## src/stfd_pkg.sv

```systemverilog
// Shared types and constants for the serial text to display frame block.
// No dependencies; imported by every module in src.
`timescale 1ns / 1ps
`default_nettype none

package stfd_pkg;

    localparam int unsigned NUM_SLOTS = 4;

    typedef logic [7:0] glyph_t;
    typedef logic [1:0] slot_t;
    typedef logic [4:0] points_t;
    typedef logic [7:0] char_t;
    typedef logic [1:0] reg_index_t;

    // ASCII codes the decoder reacts to
    localparam char_t CHAR_ZERO    = 8'd48;
    localparam char_t CHAR_NINE    = 8'd57;
    localparam char_t CHAR_MINUS   = 8'd45;
    localparam char_t CHAR_SPACE   = 8'd32;
    localparam char_t CHAR_LOWLINE = 8'd95;
    localparam char_t CHAR_DOT     = 8'd46;
    localparam char_t CHAR_CR      = 8'd13;
    localparam char_t CHAR_LF      = 8'd10;

    // Configuration register indexes
    localparam reg_index_t REG_DASH_GLYPH       = 2'd0;
    localparam reg_index_t REG_BLANK_GLYPH      = 2'd1;
    localparam reg_index_t REG_UNDERSCORE_GLYPH = 2'd2;

    // Reset values
    localparam glyph_t DASH_GLYPH_RST       = 8'd10;
    localparam glyph_t BLANK_GLYPH_RST      = 8'd11;
    localparam glyph_t UNDERSCORE_GLYPH_RST = 8'd12;

    localparam slot_t   LAST_SLOT = 2'd3;
    localparam points_t POINT_MSB = 5'b10000;

    typedef struct packed {
        glyph_t dash;
        glyph_t blank;
        glyph_t underscore;
    } cfg_t;

    typedef enum logic [1:0] {
        ACT_NONE,
        ACT_STORE,
        ACT_POINT,
        ACT_COMMIT
    } action_t;

    typedef struct packed {
        action_t action;
        glyph_t  code;
    } decode_t;

endpackage

`default_nettype wire

```

## src/stfd_cfg_regs.sv

```systemverilog
// Glyph code configuration registers with a plain indexed write port.
// Depends on stfd_pkg.
`timescale 1ns / 1ps
`default_nettype none

module stfd_cfg_regs
    import stfd_pkg::*;
(
    input  wire logic       clk,
    input  wire logic       rst_n,
    input  wire logic       cfg_we,
    input  wire reg_index_t cfg_index,
    input  wire glyph_t     cfg_wdata,
    output cfg_t            cfg
);

    cfg_t cfg_reg;

    // Writes to an unused index are dropped
    always_ff @(posedge clk or negedge rst_n)
    begin
        if (!rst_n)
        begin
            cfg_reg.dash       <= DASH_GLYPH_RST;
            cfg_reg.blank      <= BLANK_GLYPH_RST;
            cfg_reg.underscore <= UNDERSCORE_GLYPH_RST;
        end
        else if (cfg_we)
        begin
            unique case (cfg_index)
                REG_DASH_GLYPH:       cfg_reg.dash       <= cfg_wdata;
                REG_BLANK_GLYPH:      cfg_reg.blank      <= cfg_wdata;
                REG_UNDERSCORE_GLYPH: cfg_reg.underscore <= cfg_wdata;
                default:              ;
            endcase
        end
    end

    assign cfg = cfg_reg;

endmodule

`default_nettype wire

```

## src/stfd_decode.sv

```systemverilog
// Character decoder: classifies one ASCII byte and picks its glyph code.
// Depends on stfd_pkg.
`timescale 1ns / 1ps
`default_nettype none

module stfd_decode
    import stfd_pkg::*;
(
    input  wire char_t ch,
    input  wire cfg_t  cfg,
    output decode_t    dec
);

    always_comb
    begin
        dec.action = ACT_NONE;
        dec.code   = cfg.blank;
        priority if (ch >= CHAR_ZERO && ch <= CHAR_NINE)
        begin
            dec.action = ACT_STORE;
            dec.code   = ch - CHAR_ZERO;
        end
        else if (ch == CHAR_MINUS)
        begin
            dec.action = ACT_STORE;
            dec.code   = cfg.dash;
        end
        else if (ch == CHAR_SPACE)
        begin
            dec.action = ACT_STORE;
            dec.code   = cfg.blank;
        end
        else if (ch == CHAR_LOWLINE)
        begin
            dec.action = ACT_STORE;
            dec.code   = cfg.underscore;
        end
        else if (ch == CHAR_DOT)
        begin
            dec.action = ACT_POINT;
        end
        else if (ch == CHAR_CR || ch == CHAR_LF)
        begin
            dec.action = ACT_COMMIT;
        end
        else
        begin
            dec.action = ACT_NONE;
        end
    end

endmodule

`default_nettype wire

```

## src/stfd_frame.sv

```systemverilog
// Pending and shown frame state; the shown registers double as result payload.
// Depends on stfd_pkg.
`timescale 1ns / 1ps
`default_nettype none

module stfd_frame
    import stfd_pkg::*;
(
    input  wire logic    clk,
    input  wire logic    rst_n,
    input  wire logic    step,
    input  wire decode_t dec,
    input  wire glyph_t  blank_glyph,
    output glyph_t       shown [NUM_SLOTS],
    output points_t      shown_mask,
    output logic         committed
);

    slot_t   slot_reg,        slot_next;
    glyph_t  pend_reg  [NUM_SLOTS];
    glyph_t  pend_next [NUM_SLOTS];
    points_t pend_pts_reg,    pend_pts_next;
    glyph_t  shown_reg [NUM_SLOTS];
    glyph_t  shown_next [NUM_SLOTS];
    points_t shown_pts_reg,   shown_pts_next;
    logic    committed_reg,   committed_next;

    // Next-state for one beat
    always_comb
    begin
        logic   commit;
        glyph_t stored [NUM_SLOTS];

        commit        = 1'b0;
        slot_next     = slot_reg;
        pend_pts_next = pend_pts_reg;
        stored        = pend_reg;

        unique case (dec.action)
            ACT_STORE:
            begin
                stored[slot_reg] = dec.code;
                if (slot_reg == LAST_SLOT)
                    commit = 1'b1;
                else
                    slot_next = slot_reg + 2'd1;
            end
            ACT_POINT:  pend_pts_next = pend_pts_reg | (POINT_MSB >> slot_reg);
            ACT_COMMIT: commit = 1'b1;
            default:    ;
        endcase

        pend_next      = stored;
        shown_next     = shown_reg;
        shown_pts_next = shown_pts_reg;
        committed_next = commit;

        // Commit copies pending to shown and refills pending with blank
        if (commit)
        begin
            slot_next      = '0;
            shown_next     = stored;
            shown_pts_next = pend_pts_reg;
            pend_pts_next  = '0;
            for (int k = 0; k < NUM_SLOTS; k++)
                pend_next[k] = blank_glyph;
        end
    end

    always_ff @(posedge clk or negedge rst_n)
    begin
        if (!rst_n)
        begin
            slot_reg      <= '0;
            pend_pts_reg  <= '0;
            shown_pts_reg <= '0;
            committed_reg <= 1'b0;
            for (int k = 0; k < NUM_SLOTS; k++)
            begin
                pend_reg[k]  <= '0;
                shown_reg[k] <= UNDERSCORE_GLYPH_RST;
            end
        end
        else if (step)
        begin
            slot_reg      <= slot_next;
            pend_reg      <= pend_next;
            pend_pts_reg  <= pend_pts_next;
            shown_reg     <= shown_next;
            shown_pts_reg <= shown_pts_next;
            committed_reg <= committed_next;
        end
    end

    assign shown      = shown_reg;
    assign shown_mask = shown_pts_reg;
    assign committed  = committed_reg;

endmodule

`default_nettype wire

```

## src/serial_text_to_four_digit_display.sv

```systemverilog
// Top level: input beat register, decoder, frame state and result handshake.
// Depends on stfd_pkg, stfd_cfg_regs, stfd_decode and stfd_frame.
//
//   Channel  Signals                                  Beat
//   in       in_valid / in_stall / rx_byte            one received character
//   out      out_valid / out_stall / shown_*,         shown frame after that
//            frame_committed                          character
//   cfg      cfg_we / cfg_index / cfg_wdata           one glyph register write
//
// Each accepted character is held in the input register, then goes through
// decode and frame update into the result registers. One character is accepted
// every cycle while out_stall is low.
// A stalled result holds the frame and input stage; in_stall rises once the
// input register is full behind it. Reset clears the frame to underscore glyphs.
`timescale 1ns / 1ps
`default_nettype none

module serial_text_to_four_digit_display
    import stfd_pkg::*;
(
    input  wire logic       clk,
    input  wire logic       rst_n,
    input  wire logic       in_valid,
    output logic            in_stall,
    input  wire char_t      rx_byte,
    output logic            out_valid,
    input  wire logic       out_stall,
    output glyph_t          shown_digit0,
    output glyph_t          shown_digit1,
    output glyph_t          shown_digit2,
    output glyph_t          shown_digit3,
    output points_t         shown_points,
    output logic            frame_committed,
    input  wire logic       cfg_we,
    input  wire reg_index_t cfg_index,
    input  wire glyph_t     cfg_wdata
);

    logic    in_valid_reg;
    char_t   in_byte_reg;
    logic    out_valid_reg;
    logic    out_ready;
    logic    step;
    cfg_t    cfg;
    decode_t dec;
    glyph_t  shown [NUM_SLOTS];

    // Result stage frees up when empty or its beat is taken
    assign out_ready = !out_valid_reg || !out_stall;
    assign step      = in_valid_reg && out_ready;
    assign in_stall  = in_valid_reg && !out_ready;

    // Input register
    always_ff @(posedge clk or negedge rst_n)
    begin
        if (!rst_n)
            in_valid_reg <= 1'b0;
        else if (in_valid && !in_stall)
            in_valid_reg <= 1'b1;
        else if (step)
            in_valid_reg <= 1'b0;
    end

    always_ff @(posedge clk)
    begin
        if (in_valid && !in_stall)
            in_byte_reg <= rx_byte;
    end

    // Result valid
    always_ff @(posedge clk or negedge rst_n)
    begin
        if (!rst_n)
            out_valid_reg <= 1'b0;
        else if (step)
            out_valid_reg <= 1'b1;
        else if (!out_stall)
            out_valid_reg <= 1'b0;
    end

    stfd_cfg_regs u_cfg_regs (
        .clk       (clk),
        .rst_n     (rst_n),
        .cfg_we    (cfg_we),
        .cfg_index (cfg_index),
        .cfg_wdata (cfg_wdata),
        .cfg       (cfg)
    );

    stfd_decode u_decode (
        .ch  (in_byte_reg),
        .cfg (cfg),
        .dec (dec)
    );

    stfd_frame u_frame (
        .clk         (clk),
        .rst_n       (rst_n),
        .step        (step),
        .dec         (dec),
        .blank_glyph (cfg.blank),
        .shown       (shown),
        .shown_mask  (shown_points),
        .committed   (frame_committed)
    );

    assign out_valid    = out_valid_reg;
    assign shown_digit0 = shown[0];
    assign shown_digit1 = shown[1];
    assign shown_digit2 = shown[2];
    assign shown_digit3 = shown[3];

endmodule

`default_nettype wire
```

## config.mk

```make
export PLATFORM = sky130hd
export DESIGN_NAME = serial_text_to_four_digit_display
export DESIGN_NICKNAME = d
export VERILOG_FILES = /design/src/stfd_pkg.sv /design/src/stfd_cfg_regs.sv /design/src/stfd_decode.sv /design/src/stfd_frame.sv /design/src/serial_text_to_four_digit_display.sv
export SDC_FILE = /design/constraint.sdc
export NUM_CORES = 1
export LEC_CHECK = 0
export BUFFER_PORTS_ARGS = -buffer_cell sky130_fd_sc_hd__clkbuf_2
export CAP_MARGIN = 15
export CORE_ASPECT_RATIO = 1.1
export CORE_MARGIN = 3
export CORE_UTILIZATION = 53
export DETAILED_ROUTE_END_ITERATION = 10
export HOLD_SLACK_MARGIN = 0.15
export PLACE_DENSITY = 0.73
export SLEW_MARGIN = 15
export SYNTH_ARGS = -nofsm -noshare
export SYNTH_HDL_FRONTEND = slang
export SYNTH_SLANG_ARGS = --single-unit
```

## constraint.sdc

```tcl
create_clock -name clk -period 3.9 [get_ports clk]
set_clock_uncertainty 0.15 [all_clocks]
set_input_delay 0.39 -clock clk [delete_from_list [all_inputs] [get_ports clk]]
set_output_delay 0.39 -clock clk [all_outputs]
set_load 0.05 [all_outputs]
```

==> results_dict.tcl <==
set metrics [dict create \
    slew_headroom_pct 28.6 \
    die_w_um 103 \
    antenna_found_initial 0 \
    cp_slowest_cell "buf_4" \
    critPathMaxFanout 49 \
    worstSetupPathType "reg -> reg" \
    portBuffers 61 \
    crit_family "compound AO/OA/AOI/OAI gates" \
    fmax_ghz 0.303 \
    finalNonFillerCells 715 \
    syn_area_per_cell_um2 11.2 \
    dpl.hpwl_um 9670 \
    leakage_nw 3.05 \
    final_max_slew_viol_count 0 \
    first_pass_iters 5 \
    cp_slowest_stage_delay_ps 580 \
    htree_levels 3 \
    ys.flop_type "dfrtp_1" \
    synth_edf_count 8 \
    core_um2 10000 \
    cts_inserted_buffers 9 \
    ctsRootBufferMaster "clkbuf_8" \
    grt_max_degree 50 \
    clock_path_buffers 2 \
    route.met2.wl_um 6460 \
    hold_path.startpoint "u_frame.shown[11]" \
    std_cell_rows 38 \
    min_period_over_period_pct 84.6 \
    clk_pin_slew_ps 100 \
    clock_sinks 109 \
    required_ps 4020 \
    grt_pass1_wl_um 22200 \
    synth_cell_types 53 \
    grt_pass1_vias 4265 \
    min_period_ps 3300 \
    ir_worst_vdd_uv 243 \
    drcViolationCount 0 \
    synth_seq_cells 109 \
    dieArea_um2 11700 \
    grt_use_total_pct 24.7 \
    maxCapViolCount 0 \
    critPathBufInv 2 \
    grt-ovfl-total 0 \
    r2r_cells 8 \
    fin_setup_tns_ps 0 \
    finalNetCount 601 \
    tightest_slew_ps 1060 \
    reg2reg_from "in_byte_reg[4]" \
    cts_setup_buffers 0 \
    min_to "u_frame.shown[11]" \
    clk-insertion-delay-late_ps 390 \
    antenna_cells 0 \
    arrival_ps 3420 \
    post-route-util_pct 63.1 \
    highest_layer "met4" \
    power_density_nw_per_um2 605 \
    vias 4313 \
    met3_length_um 929 \
    async_reset_ff_share_pct 92.7 \
    io_pins 63 \
    dp.cells 679 \
    crit_path_end_kind "flop" \
    finalHoldViolCount 0 \
    ant_nets 0 \
    wl_per_cell_um 18.9 \
    synth.cell_area_um2 5530 \
    syn_inst 494 \
    critPathLaunchType "flop" \
    hp-class "reg -> reg" \
    drive_gt1_share_pct 26.6 \
    status "finished, final reports clean" \
    reg2reg_to "u_frame.shown_mask[2]" \
    routed_wl_um 13500 \
    synth_warnings 0 \
    rsz0062_at_grt "no" \
    cts_tree "yes" \
    most-common-layout-cells "dfrtp_1, inv_1, clkbuf_2" \
    setup_viol 0 \
    fillCellCount 843 \
    place.gp.congestion 0.979 \
    area_delta_synth_final_pct 14.5 \
    cp_cell_sequence "inv_1 > ha_1 > or3b_1 > a211o_1 > o2111a_1 > o21ai_4 > buf_4 > mux2_1" \
    drt_iter0_markers 434 \
    regToRegSetupSlack_ps 600 \
    final_common_cell "dfrtp_1" \
    routedLengthMet1_um 5730 \
    routed_via_density 6.03 \
    synth_fp_nets 525 \
    fp.dieH_um 113 \
    initial_core_util_pct 55.1 \
    ys_seq_area_share_pct 50.4 \
    hold_depth 2 \
]
## synthesized netlist by cell type, types with 3 or more instances
master	number	share of area (%)
nor3_1	9	0.81
ha_1	8	1.8
o221ai_1	24	3.8
nand3_1	21	1.9
o22ai_1	5	0.57
a31oi_1	5	0.57
a211oi_2	4	0.91
nand2_1	28	1.9
o21ai_0	12	1.1
buf_2	13	1.2
mux2_1	8	1.6
a21oi_1	8	0.72
mux2i_1	28	5.1
buf_4	4	0.54
o211ai_1	8	1.1
inv_1	61	4.1
o32ai_1	24	3.8
nand3b_1	4	0.54
o2111a_1	4	0.81
dfrtp_1	86	39
a31oi_2	4	0.91
mux2_2	28	5.7
o31ai_1	5	0.68
dfstp_2	15	7.1
and2_1	3	0.34
o21a_1	3	0.41
a21bo_2	8	1.4
nor2_1	3	0.20
edfxtp_1	8	4.3
clkbuf_1	12	0.81
a311oi_1	11	1.7
a21o_1	5	0.68
## cell type report
type	count	area, um2	share of cell area (%)
clock inverters	3	20.0	0.316
well taps	140	175	2.77
multi-input cells	292	2350	37.2
clock buffers	13	139	2.19
repair buffers	97	628	9.92
flip-flops and latches	109	2790	44.0
inverters	61	229	3.62
## worst register-to-register path, cell delays in order, from the launching register on
cell	delay (ps)
edfxtp_1	440
inv_1	150
ha_1	150
or3b_1	370
a211o_1	420
o2111a_1	350
o21ai_4	160
buf_4	580
mux2_1	430
## what timing repair did
| item | 4_1_cts | 5_1_grt |
|---|---|---|
| endpoints found under the hold margin | 67 | 0 |
| resized for setup | 0 | 0 |
| hold buffers | 20 | 0 |
## logic make-up after synthesis
| kind of cell | count (synthesis) | share of synthesized area, % |
|---|---|---|
| AO/OA/AOI/OAI | 135 | 20.1 |
| multiplexers | 64 | 12.4 |
| flip-flops | 109 | 50.4 |
| buffers and inverters | 93 | 7.15 |
| adder cells (fa/ha/maj) | 8 | 1.81 |
| AND/OR/NAND/NOR | 84 | 7.99 |
| other | 1 | 0.0679 |
## where the power goes
part           switching, mW  internal [mW]  leakage, nW
combinational          0.999          0.499         1.75
sequential             0.206           1.52         1.22
clock                  0.374          0.236       0.0823
total                   1.58           2.25         3.05
## metal layers
layer,vias up,global-route usage (%)
met5,-,0
met2,201,39.0
met3,34,3.27
li1,1986,-
met4,0,10.3
met1,2092,34.0
## how the worst max path moves through the flow
stage	startpoint	endpoint	slack [ps]	cells after the start
floorplan	in_byte_reg[4]	u_frame.shown[6]	1270	8
global placement	in_byte_reg[4]	u_frame.shown[22]	710	8
detailed placement	in_byte_reg[4]	u_frame.shown_mask[2]	630	8
CTS	in_byte_reg[4]	u_frame.shown[30]	620	8
global route	in_byte_reg[4]	u_frame.shown[30]	430	8
finish	in_byte_reg[4]	u_frame.shown_mask[2]	600	8
## metrics by stage
stage / setup slack (ps) / total power [mW] / hold WS [ps] / area [um2]
finish: 602 / 3.83 / 324 / 6330
global placement: 713 / 3.18 / 257 / 5970
global route: 429 / 4.06 / 339 / 6330
floorplan: 1270 / 2.81 / -55.6 / 5530
detailed placement: 628 / 3.23 / 258 / 5970
CTS: 615 / 3.85 / 327 / 6330
Power figures use the tool's default switching activity.
